`config.mk`:
```
export PLATFORM = sky130hd
export DESIGN_NAME = thc_cordic_cell
export DESIGN_NICKNAME = d
export VERILOG_FILES = /design/src/rtl/thc_pkg.sv /design/src/rtl/thc_cordic_cell.sv
export SDC_FILE = /design/constraint.sdc
export NUM_CORES = 1
export LEC_CHECK = 0
export ABC_AREA = 1
export BUFFER_PORTS_ARGS = -buffer_cell sky130_fd_sc_hd__buf_2
export CAP_MARGIN = 20
export CORE_MARGIN = 2
export CORE_UTILIZATION = 30
export CTS_BUF_LIST = sky130_fd_sc_hd__clkbuf_8 sky130_fd_sc_hd__clkbuf_16
export CTS_CLUSTER_DIAMETER = 120
export DETAILED_ROUTE_END_ITERATION = 10
export HOLD_SLACK_MARGIN = 0.02
export PLACE_DENSITY_LB_ADDON = 0.12
export SLEW_MARGIN = 15
export SYNTH_ARGS = -nofsm -noshare
export SYNTH_HDL_FRONTEND = slang
export SYNTH_SLANG_ARGS = --single-unit
```
`constraint.sdc`:
```
create_clock -name i_clk -period 6.84 [get_ports i_clk]
set_input_delay 0.684 -clock i_clk [delete_from_list [all_inputs] [get_ports i_clk]]
set_output_delay 0.684 -clock i_clk [all_outputs]
set_load 0.005 [all_outputs]
```
`src/rtl/thc_pkg.sv`:
```
// Package for the tilt-compensated heading pipeline: widths, turn constants,
// register indexes and the CORDIC arctangent table. No dependencies.
package thc_pkg;

    localparam int SAMPLE_BITS_DEF = 16;
    localparam int ANGLE_ITER_DEF  = 16;
    localparam int IN_FIELDS       = 6;

    localparam int CFG_W     = 16;
    localparam int CFG_IDX_W = 3;

    // Fitted East/North components lie in [-2^20, 2^20-1].
    localparam int VEC_B    = 21;
    localparam int LEN_W    = 21;
    localparam int SQ_W     = 43;
    localparam int REF_W    = 16;
    localparam int DOT_W    = 39;
    localparam int PP_SPLIT = 20;
    localparam int XYP_W    = 61;
    localparam int XY_B     = 31;
    localparam int CX_W     = 34;
    localparam int Z_W      = 26;
    localparam int HEAD_W   = 16;
    localparam int ROUND_SH = 8;

    localparam logic signed [Z_W-1:0]  FULL_TURN = 26'sd11796480;
    localparam logic signed [Z_W-1:0]  HALF_TURN = 26'sd5898240;
    localparam logic signed [Z_W-1:0]  ROUND_ADD = 26'sd128;
    localparam logic [HEAD_W-1:0]      OUT_TURN  = 16'd46080;

    localparam logic signed [CFG_W-1:0] OFFSET_X_RST = -16'sd2737;
    localparam logic signed [CFG_W-1:0] OFFSET_Y_RST = 16'sd318;
    localparam logic signed [CFG_W-1:0] OFFSET_Z_RST = -16'sd681;
    localparam logic signed [CFG_W-1:0] REF_X_RST    = 16'sd16384;
    localparam logic signed [CFG_W-1:0] REF_Y_RST    = 16'sd0;
    localparam logic signed [CFG_W-1:0] REF_Z_RST    = 16'sd0;

    typedef enum logic [CFG_IDX_W-1:0] {
        CFG_OFFSET_X = 3'd0,
        CFG_OFFSET_Y = 3'd1,
        CFG_OFFSET_Z = 3'd2,
        CFG_REF_X    = 3'd3,
        CFG_REF_Y    = 3'd4,
        CFG_REF_Z    = 3'd5
    } t_cfg_idx;

    // atan(2^-i) in units of 2^-15 degree, rounded.
    function automatic logic signed [Z_W-1:0] thc_atan(input int i);
        logic signed [Z_W-1:0] a;
        case (i)
            0:  a = 26'sd1474560;
            1:  a = 26'sd870484;
            2:  a = 26'sd459940;
            3:  a = 26'sd233473;
            4:  a = 26'sd117189;
            5:  a = 26'sd58653;
            6:  a = 26'sd29333;
            7:  a = 26'sd14667;
            8:  a = 26'sd7334;
            9:  a = 26'sd3667;
            10: a = 26'sd1833;
            11: a = 26'sd917;
            12: a = 26'sd458;
            13: a = 26'sd229;
            14: a = 26'sd115;
            15: a = 26'sd57;
            16: a = 26'sd29;
            17: a = 26'sd14;
            18: a = 26'sd7;
            19: a = 26'sd4;
            20: a = 26'sd2;
            21: a = 26'sd1;
            default: a = 26'sd0;
        endcase
        return a;
    endfunction

endpackage

```
`src/rtl/thc_cordic_cell.sv`:
```
// One vectoring CORDIC rotation, step I, with its own output register.
// Uses thc_pkg for widths and the arctangent table.
module thc_cordic_cell #(
    parameter int I = 0
) (
    input  logic                            i_clk,
    input  logic                            i_en,
    input  logic signed [thc_pkg::CX_W-1:0] i_x,
    input  logic signed [thc_pkg::CX_W-1:0] i_y,
    input  logic signed [thc_pkg::Z_W-1:0]  i_z,
    output logic signed [thc_pkg::CX_W-1:0] o_x,
    output logic signed [thc_pkg::CX_W-1:0] o_y,
    output logic signed [thc_pkg::Z_W-1:0]  o_z
);
    import thc_pkg::*;

    localparam logic signed [Z_W-1:0] ANG = thc_atan(I);

    logic signed [CX_W-1:0] r_x;
    logic signed [CX_W-1:0] r_y;
    logic signed [Z_W-1:0]  r_z;

    always_ff @(posedge i_clk) begin
        if (i_en) begin
            if (!i_y[CX_W-1]) begin
                r_x <= i_x + (i_y >>> I);
                r_y <= i_y - (i_x >>> I);
                r_z <= i_z + ANG;
            end else begin
                r_x <= i_x - (i_y >>> I);
                r_y <= i_y + (i_x >>> I);
                r_z <= i_z - ANG;
            end
        end
    end

    assign o_x = r_x;
    assign o_y = r_y;
    assign o_z = r_z;

endmodule
```
After elaboration in Yosys (flattened, before gate mapping)
Index checks and enable logic that the tools add are counted.
{"block": "word_totals", "register_bits": 94, "input_bits": 96, "out_inout_bits": 94}
{"block": "classes", "n_addsub": 5, "n_mux": 3}
{"cell": "34-bit 2-to-1 mux", "count": 2}
{"cell": "34-bit subtractor", "count": 2}
{"cell": "34-bit adder", "count": 1}
{"cell": "26-bit by 22-bit adder with 26-bit output (second input constant)", "count": 1}
{"cell": "26-bit 2-to-1 mux", "count": 1}
{"cell": "26-bit by 22-bit subtractor with 26-bit output (second input constant)", "count": 1}

Logic depth before layout (Yosys ltp)
Gate-level depths: netlist (run 1).
{"block": "logic_depth", "depth_word": 2, "mapped_depth": 17, "depth_no_buf": 16}

Least setup slack after synthesis (run 1)
No wires, ideal clock.
{"block": "synth_path", "path_kind": "input port to flip-flop", "startpoint": "input port i_y[33] in the netlist's numbering", "endpoint": "register r_z[23], in the netlist o_z[23] (data pin)", "setup_ns": 0.260, "arrival_ns": 2.375, "t_required_ns": 6.580, "setup_slack_ns": 4.205, "cell_stages": 11, "path_buffers": 3, "cell_sequence": "clkbuf_1 inv_1 clkbuf_1 buf_4 ha_1 a21oi_1 o21ai_0 a21oi_1 nor2_1 nor2_1 xnor2_1"}
{"block": "synth_via", "elab_chain_cells": 1}
{"item": "from (decl)", "line": "thc_cordic_cell.sv:9", "rtl": "input logic signed [thc_pkg::CX_W-1:0] i_y,"}
{"item": "26-bit 2-to-1 mux", "line": "thc_cordic_cell.sv:25", "rtl": "if (!i_y[CX_W-1]) begin"}
{"item": "to (signal assigned)", "line": "thc_cordic_cell.sv:28", "rtl": "r_z <= i_z + ANG;"}
{"item": "to (signal assigned)", "line": "thc_cordic_cell.sv:32", "rtl": "r_z <= i_z - ANG;"}
{"item": "to (decl)", "line": "thc_cordic_cell.sv:21", "rtl": "logic signed [Z_W-1:0] r_z;"}
No other way between the ends.
A chain may end at the register's enable or synchronous reset.

Worst setup path after layout (run 1)
{"block": "layout_path", "startpoint": "input port i_x[4] in the netlist's numbering", "endpoint": "register r_y[33], in the netlist o_y[33] (data pin)"}
{"block": "layout_via", "elab_chain_cells": 2, "word_cells_on_any_way": 3}
{"item": "from (decl)", "line": "thc_cordic_cell.sv:8", "rtl": "input logic signed [thc_pkg::CX_W-1:0] i_x,"}
{"item": "34-bit subtractor or 34-bit adder (tied branches)", "line": "thc_cordic_cell.sv:27, thc_cordic_cell.sv:31"}
{"item": "34-bit 2-to-1 mux *", "line": "thc_cordic_cell.sv:25"}
{"item": "to (signal assigned)", "line": "thc_cordic_cell.sv:27", "rtl": "r_y <= i_y - (i_x >>> I);"}
{"item": "to (signal assigned)", "line": "thc_cordic_cell.sv:31", "rtl": "r_y <= i_y + (i_x >>> I);"}
{"item": "to (decl)", "line": "thc_cordic_cell.sv:20", "rtl": "logic signed [CX_W-1:0] r_y;"}
Every way passes the cells marked *; elsewhere a longest branch is shown, timed or not.

==> results_dict.tcl, run 1 <==
set metrics [dict create \
    status "finished, final reports clean" \
    wl_per_cell_um 17.75 \
    clock.fmax_mhz 357.4 \
    dp_hpwl_um 33470 \
    worstSetupStartpointType "primary input" \
    drt-total-wl_um 40140 \
    postRouteAntennaNets 0 \
    overflow 0 \
    hold_buffers 0 \
    min_path_type "primary input to flip-flop" \
    chipWidth_um 193.8 \
    cp_max_fo 13 \
    slowest_delay_ns 0.61 \
    gp_congestion 0.9498 \
    vias 11190 \
    cts.sinks 93 \
    fin_crit_ns 2.798 \
    grt_pass1_wl_um 61360 \
    drt-initial-drc-count 724 \
    antenna_cells 0 \
    critPathSlowestCell "ha_1" \
    cts_resized 0 \
    syn_nets 1847 \
    clockBufferDepth 2 \
    track_usage_pct 21.19 \
    holdPathStages 1 \
    num_io_pins 190 \
    final-setup-viol-count 0 \
    n_fill_cell 3934 \
    hold_path.startpoint "i_z[7]" \
    netlist_top_cells_area "edfxtp_1 (26%), nand2_1 (17%), ha_1 (13%), inv_1 (8.6%), nand3_1 (7.4%)" \
    synthCells 1639 \
    holdWs_ns 0.4740 \
    path_delay_family "simple AND/OR/NAND/NOR gates" \
    final_design_area_no_fill_sq_mm 0.01233 \
    crit_required_ns 6.98 \
    ff_latch_area_sq_mm 0.002793 \
    clk_pin_slew_ns 0.07 \
    synth.cell_area_sq_mm 0.01081 \
    maxSlewHeadroom_pct 38.91 \
    finalHoldViolCount 0 \
    post_dp_cell_area_sq_mm 0.01203 \
    finalMaxSlewViolations 0 \
    finalCritPeriodShare_pct 40.91 \
    tightestPinTransition_ns 0.9164 \
    synth-seq-cells 93 \
    grt_max_degree 73 \
    die-area_sq_mm 0.03756 \
    syn2layout_area_growth_pct 14.03 \
    vias_per_cell 4.949 \
    setup_tns_ns 0 \
    holdPathEnd "o_z[7]" \
    multi_input_area_sq_mm 0.006693 \
    worstPathArrival_ns 2.93 \
    seq_area_frac_synth_pct 25.84 \
    cts_buffers 9 \
    drive_gt1_share_pct 15.06 \
    crit_chain "buf_2 -> inv_1 -> ha_1 -> nand2_1 -> nor2_1 -> nand2_1 -> inv_1 -> nand3_1 -> nor2_1 -> nor2_1 -> nand3_1 -> nand2_1 -> nand2_1 -> nand2_1" \
    grt_antenna_before_repair 0 \
    start_util_pct 30.46 \
    p_per_area_mw_per_mm2 175.7 \
    avgSynthCellArea_sq_um 6.595 \
    post_cts_buffers 0 \
    rsz0062_at_grt "no" \
    dr.pass1.iters 6 \
    p_leak_nw 6.341 \
    crit_buf_inv 3 \
    nNetsFinal 2003 \
    cpMostUsedCell "nand2_1" \
    grt_pass1_vias 10870 \
    synth_top_area_share_pct 25.84 \
    fp-row-count 69 \
    cts_tree "done" \
    yosys_warnings 0 \
    ys_types 44 \
    io_buffers 189 \
    drc 0 \
    synth_area_leader_cell "edfxtp_1" \
    peakVddDrop_mv 0.1260 \
    die_h_um 193.8 \
    cap_violations 0 \
    core_sq_mm 0.03548 \
    worst-setup-path-type "primary input to flip-flop" \
    end_kind "flip-flop" \
    htreeDepth 3 \
    root_buffer "clkbuf_16" \
]
==> registers in the layout, summed over array words and instances (netlist names) <==
register / flops
o_x: 34
o_y: 33
o_z: 26
==> worst max path at each step <==
stage | depth (start not counted) | slack (ns) | startpoint | end
3_5_place_dp | 14 | 3.72 | i_x[9] | o_y[33]
3_3_place_gp | 14 | 3.71 | i_x[9] | o_y[33]
4_1_cts | 14 | 4.14 | i_x[9] | o_y[33]
5_1_grt | 14 | 3.85 | i_x[0] | o_x[24]
2_1_floorplan | 11 | 4.20 | i_y[33] | o_z[23]
6_report | 14 | 4.04 | i_x[4] | o_y[33]
==> placed cells by master (no fill, tap or decap), drive strengths merged, types with 2 or more instances in the layout <==
cell,n
a21o,5
a21oi,121
a31oi,2
buf,192
clkbuf,9
clkinv,3
edfxtp,93
fa,4
ha,108
inv,269
nand2,499
nand3,162
nand3b,4
nand4,15
nor2,126
nor3,15
nor4,3
o211ai,5
o21a,7
o21ai,88
o21bai,19
o22ai,4
o31ai,2
or2,5
xnor2,6
xor2,30
==> kinds of logic (layout without fill, tap and decap cells) <==
logic type	count (synthesis)	in the layout	share of synthesized area, %
compound gates	254	254	13.00
xor+xnor	36	36	2.917
fa+ha+maj	112	112	13.24
buf+inv	313	474	12.25
flops	93	93	25.84
mux	1	1	0.09261
simple gates	830	830	32.67
==> layer usage <==
| layer | global-route usage (%) | wire length (um) | vias to the layer above |
|---|---|---|---|
| met5 | 0 | 0 | - |
| met4 | 6.930 | 952 | 0 |
| met3 | 3.270 | 2149 | 41 |
| met2 | 34.74 | 18300 | 332 |
| met1 | 28.51 | 18740 | 5230 |
| li1 | - | - | 5587 |
==> stage by stage <==
stage / total power [mW] / util, % / instances / setup slack (ns)
CTS: 2.189 / 34.74 / 2261 / 4.136
finish: 2.165 / 34.74 / 2261 / 4.042
floorplan: 1.321 / - / 1639 / 4.205
global placement: 1.648 / 33.92 / 2245 / 3.708
global route: 2.321 / 34.74 / 2261 / 3.855
detailed placement: 1.646 / 33.92 / 2245 / 3.725
==> final cells by class <==
cell class                 count  area share [%]
clock buffer                   9           1.827
multi-input combinational   1233           54.30
timing repair buffer         192           7.877
clock inverter                 7          0.5380
sequential                    93           22.66
inverter                     266           8.121
tap                          461           4.680
==> where the power goes <==
group	internal (mW)	switching, mW	leakage [nW]	total, mW
Sequential	0.727	0.0217	0.909	0.749
Combinational	0.294	0.595	5.29	0.889
Clock	0.255	0.272	0.141	0.527
==> synthesized netlist by cell type (all sizes together) <==
| master | number |
|---|---|
| and2 | 1 |
| a21boi | 1 |
| a21o | 5 |
| nand2 | 499 |
| xnor2 | 6 |
| edfxtp | 93 |
| nor4 | 3 |
| o22ai | 4 |
| clkbuf | 8 |
| ha | 108 |
| fa | 4 |
| nand4 | 15 |
| a21oi | 121 |
| mux2i | 1 |
| nand3b | 4 |
| buf | 39 |
| xor2 | 30 |
| o211ai | 5 |
| inv | 266 |
| nor3 | 15 |
| nand3 | 162 |
| o21a | 7 |
| o21bai | 19 |
| or2 | 5 |
| o31ai | 2 |
| o21ai | 88 |
| a31oi | 2 |
| nor2 | 126 |
(Power assumes the default switching activity.)
==> run 2, diff against run 1 <==
Settings changed: ABC_AREA 1 to 0.
Clock period 6.84 ns to 2.32 ns, I/O delays scaled along.
==> results_dict.tcl, run 2 <==
set metrics [dict create \
    status "complete, but fails checks" \
    violations "setup timing" \
    finalMaxSlewViolations 0 \
    peakVddDrop_mv 0.3402 \
    crit_chain "buf_8 -> inv_1 -> ha_2 -> fa_2 -> nor2b_1 -> o21a_1 -> o21ai_2 -> nand4_1 -> a311oi_2 -> o21ai_2 -> a2111oi_4 -> a21oi_2 -> xnor2_1" \
    min_path_type "primary input to flip-flop" \
    vias_per_cell 4.856 \
    finalNonFillerCells 1874 \
    num_io_pins 190 \
    yosys_warnings 0 \
    worstSetupStartpointType "primary input" \
    syn_nets 1223 \
    postRouteAntennaNets 0 \
    dp_hpwl_um 26000 \
    drt-total-wl_um 31860 \
    grt_pass1_wl_um 49200 \
    ys_types 79 \
    clock.fmax_mhz 404.0 \
    finalHoldViolCount 0 \
    htreeDepth 3 \
    dr.pass1.iters 4 \
    fp-row-count 63 \
    synth-main-ff-cell "edfxtp_1" \
    final-setup-viol-count 8 \
    gp_congestion 0.8925 \
    critPathSlowestCell "a311oi_2" \
    synth_top_area_share_pct 31.12 \
    antenna_cells 0 \
    n_fill_cell 2963 \
    syn2layout_area_growth_pct 53.83 \
    cp_max_fo 3 \
    hold_path.startpoint "i_z[1]" \
    worstPathArrival_ns 2.59 \
    cpMostUsedCell "o21ai_2" \
    core_sq_mm 0.02956 \
    end_kind "flip-flop" \
    wl_met1_um 15340 \
    io_buffers 189 \
    synth_edf_count 93 \
    cts_tree "done" \
    chipWidth_um 177.0 \
    fin_crit_ns 2.476 \
    p_per_area_mw_per_mm2 507.9 \
    grt_antenna_before_repair 0 \
    largest_reg_flops 34 \
    crit_required_ns 2.43 \
    top_layer "met4" \
    cts_buffers 9 \
    drive_gt1_share_pct 45.35 \
    post-place-ws_ns -0.7276 \
    synthCells 1015 \
    slowest_delay_ns 0.44 \
    dp.cells 1844 \
    layout_commonest_cell "buf_4" \
    synthArstFlopShare_pct 0 \
    clk_pin_slew_ns 0.07 \
    root_buffer "clkbuf_16" \
    start_util_pct 30.36 \
    synth_area_leader_cell "edfxtp_1" \
    synth.cell_area_sq_mm 0.008974 \
    wl_met2_um 14570 \
    wl_per_cell_um 17.00 \
    netlist_top_cells_area "edfxtp_1 (31%), ha_1 (15%), a21oi_1 (6.4%), xnor2_1 (5.9%), inv_1 (4.4%)" \
    cap_violations 0 \
    synth-seq-cells 93 \
    layout_common_cells "buf_4 (301), buf_2 (181), inv_1 (97)" \
    synth_most_common_cell "a21oi_1" \
    final_design_area_no_fill_sq_mm 0.01380 \
    post_dp_cell_area_sq_mm 0.01261 \
    synth_common_cells "a21oi_1 (114), ha_1 (108), inv_1 (106)" \
    cts.sinks 93 \
    clockBufferDepth 2 \
    die_h_um 177.0 \
    p_leak_nw 6.339 \
    overflow 0 \
    maxSlewHeadroom_pct 49.54 \
    finalCritPeriodShare_pct 106.7 \
    nNetsFinal 1687 \
    holdPathEnd "o_z[1]" \
    tightestPinTransition_ns 0.7569 \
    route.met3.wl_um 1310 \
    total_power_mw 7.011 \
    drt-initial-drc-count 486 \
    rsz0062_at_grt "yes" \
    setup_slack_ns -0.1556 \
    grt_pass1_vias 9193 \
    worst-setup-path-type "primary input to flip-flop" \
    track_usage_pct 20.24 \
    holdPathStages 1 \
    grt_max_degree 63 \
    avgSynthCellArea_sq_um 8.841 \
    drc 0 \
    utilization_pct 46.70 \
    seq_area_frac_synth_pct 31.12 \
    die-area_sq_mm 0.03131 \
    vias 9101 \
]
==> run 2: cell types whose count changed in the layout (fill, tap and decap cells not counted), moves of 17 or more <==
cell / before / now
inv_1: 248 / 97
nand2_1: 482 / 42
ha_1: 108 / 81
xnor2_1: 6 / 55
ha_4: 0 / 19
a21oi_1: 116 / 96
nor2_1: 114 / 78
nand3_1: 159 / 10
mux2i_1: 1 / 18
buf_4: 4 / 301
o21ai_0: 67 / 30
xor2_1: 30 / 12
==> run 2: report_power, final <==
group	total (mW)	switching, mW	internal [mW]
clock	1.55	0.794	0.754
sequential	2.26	0.0636	2.20
combinational	3.20	1.64	1.57
total	7.01	2.50	4.52
==> run 2: worst max path at each step <==
stage | end | slack (ns) | start | cells past startpoint
finish | o_x[30] | -0.16 | i_x[0] | 13
global route | o_y[32] | -0.27 | i_x[0] | 13
CTS | o_x[26] | -0.15 | i_y[0] | 13
detailed placement | o_y[33] | -0.73 | i_x[1] | 12
global placement | o_y[33] | -0.65 | i_x[1] | 12
floorplan | o_y[30] | -0.13 | i_x[21] | 11
==> run 2: logic make-up (layout without fill, tap and decap cells) <==
| kind of cell | count (synthesis) | count (layout) | synth area share, % |
|---|---|---|---|
| xor gates and xnor gates | 72 | 72 | 7.027 |
| muxes | 20 | 20 | 2.231 |
| DFF | 93 | 93 | 31.12 |
| buffers and inverters | 156 | 625 | 7.208 |
| AOI/OAI and AO/OA | 322 | 322 | 23.23 |
| and+or+nand+nor | 240 | 240 | 13.23 |
| adders and majority gates | 112 | 112 | 15.95 |
==> run 2: per-stage QoR <==
| step | TNS (ns) | hold slack, ns |
|---|---|---|
| 5_1_grt | -2.920 | 0.03232 |
| 3_3_place_gp | -21.63 | 0.4082 |
| 6_report | -0.5143 | 0.04304 |
| 4_1_cts | -1.237 | 0.02665 |
| 3_5_place_dp | -22.35 | 0.4104 |
| 2_1_floorplan | -0.9419 | 0.3309 |
==> run 2: routing by layer <==
metal  vias to the layer above  GRT usage, %
met1                      4275         27.83
met3                        32         2.126
met5                         -             0
li1                       4548             -
met2                       246         33.07
met4                         0         6.715
==> run 2: final cells by class <==
cell class              count  area, sq um  share of cell area, %
multi-input cells         766         6444                  46.68
repair buffers            498         3369                  24.41
flip-flops and latches     93         2793                  20.23
well taps                 390        488.0                  3.535
inverters                 111        420.4                  3.045
clock buffers               9        225.2                  1.631
clock inverters             7        65.06                 0.4713
==> run 2: critical path, delay by kind of cell <==
kind | cells | cell delay, ns
AND/OR/NAND/NOR | 2 | 0.26
buffers and inverters | 2 | 0.15
AO/OA/AOI/OAI | 6 | 1.40
adder cells (fa/ha/maj) | 2 | 0.41
XOR/XNOR | 1 | 0.13
==> run 2: timing repair <==
item	in CTS	in global routing
endpoints found under the hold margin	1	0
resized for setup	84	90
setup endpoints to repair	35	43
buffers inserted	5	12
hold buffers	1	0
pin swaps	46	61
==> run 3, diff against run 2 <==
Settings changed: RECOVER_POWER from default to 100, TNS_END_PERCENT from default to 5.
==> results_dict.tcl, run 3 (same netlist as run 2, synthesis figures left out) <==
set metrics [dict create \
    wl_per_cell_um 16.90 \
    start_util_pct 30.36 \
    postRouteAntennaNets 0 \
    track_usage_pct 20.31 \
    largest_reg_flops 34 \
    p_leak_nw 6.375 \
    cts.sinks 93 \
    layout_commonest_cell "buf_4" \
    overflow 0 \
    n_fill_cell 2930 \
    violations "capacitance limit, slew limit, setup timing" \
    fin_crit_ns 2.453 \
    grt_antenna_before_repair 1 \
    utilization_pct 47.01 \
    gp_congestion 0.8949 \
    final_design_area_no_fill_sq_mm 0.01390 \
    layout_common_cells "buf_4 (303), buf_2 (176), a21oi_1 (102)" \
    cap_violations 1 \
    worstSetupStartpointType "primary input" \
    io_buffers 189 \
    peakVddDrop_mv 0.3615 \
    post_dp_cell_area_sq_mm 0.01254 \
    status "complete, but fails checks" \
    htreeDepth 3 \
    syn2layout_area_growth_pct 54.85 \
    crit_required_ns 2.45 \
    fp-row-count 63 \
    grt_pass1_vias 9249 \
    cp_max_fo 3 \
    multi_input_area_sq_mm 0.006377 \
    rsz0062_at_grt "yes" \
    maxSlewHeadroom_pct -18.03 \
    grt_max_degree 85 \
    worst-setup-path-type "primary input to flip-flop" \
    setup_tns_ns -0.9839 \
    clk_pin_slew_ns 0.08 \
    root_buffer "clkbuf_16" \
    num_io_pins 190 \
    end_kind "flip-flop" \
    finalHoldViolCount 0 \
    die_h_um 177.0 \
    cts_tree "done" \
    grt_pass1_wl_um 49290 \
    final-setup-viol-count 20 \
    core_sq_mm 0.02956 \
    nNetsFinal 1698 \
    drt-initial-drc-count 435 \
    min_path_type "primary input to flip-flop" \
    drive_gt1_share_pct 44.95 \
    finalCritPeriodShare_pct 105.7 \
    antenna_cells 0 \
    vias 9126 \
    drc 0 \
    holdWs_ns 0.04031 \
    chipWidth_um 177.0 \
    dr.pass1.iters 5 \
    cts_buffers 9 \
    die-area_sq_mm 0.03131 \
    ff_latch_area_sq_mm 0.002793 \
    setup_slack_ns -0.1327 \
    tightestPinTransition_ns 1.770 \
    vias_per_cell 4.841 \
    drt-total-wl_um 31850 \
    clockBufferDepth 2 \
    finalMaxSlewViolations 28 \
    clock.fmax_mhz 407.7 \
    p_per_area_mw_per_mm2 518.0 \
    worstPathArrival_ns 2.58 \
    dp_hpwl_um 25590 \
]
==> run 3: cell types whose count changed in the layout (fill, tap and decap cells not counted), sizes merged <==
cell         previous run  this run
clkinv                  4         1
buf                   497       504
dlygate4sd3             1         0
bufinv                  0         2
clkbuf                  9        14
clkinvlp                2         3
==> run 3: layer usage <==
layer	vias to the layer above	GRT usage [%]	part of all wire, %
li1	4575	-	-
met1	4265	27.66	47
met2	244	33.12	45
met3	40	2.491	5.3
met4	2	7.025	2.4
met5	-	0	0.053
==> run 3: what timing repair did <==
| item | 4_1_cts | 5_1_grt |
|---|---|---|
| hold buffers | 0 | 0 |
| pin swaps | 41 | 71 |
| endpoints found under the setup margin | 37 | 44 |
| buffers inserted | 9 | 11 |
| gates resized for setup | 85 | 111 |
==> run 3: power by group <==
group          switching (mW)  internal (mW)  total [mW]
clock network           0.793          0.963        1.76
logic                    1.61           1.57        3.18
registers              0.0653           2.20        2.26
total                    2.47           4.73        7.20
==> run 3: final cells by class <==
type | count | share of cell area (%)
sequential | 93 | 20.10
timing repair buffer | 509 | 25.07
clock inverter | 7 | 0.7473
clock buffer | 9 | 1.621
multi-input combinational | 766 | 45.89
inverter | 111 | 3.061
tap | 390 | 3.512
==> run 3: path summary, 6_finish.rpt <==
check                 slack, ns  cells past startpoint  endpoint    from
worst min-delay path       0.04                      1    o_z[0]  i_z[0]
worst max-delay path      -0.13                     14   o_x[30]  i_x[0]
==> run 3: per-stage QoR <==
stage,setup slack (ns),instances,total power [mW]
after CTS,-0.1495,1875,7.090
after global routing,-0.2159,1885,7.640
after global placement,-0.8424,1850,5.150
after detailed placement,-0.8935,1850,5.152
final,-0.1327,1885,7.198
after floorplan,-0.1327,1015,3.697
==> run 3: critical path: stages <==
cell and delay [ns]:
buf_6 0.11, inv_2 0.06, ha_4 0.14, fa_2 0.20, nor2b_1 0.05, o21a_1 0.19, o21ai_2 0.23, nand4_1 0.22
a311oi_2 0.31, buf_4 0.17, o21ai_4 0.08, a2111oi_4 0.36, a21oi_1 0.08, xnor2_1 0.13
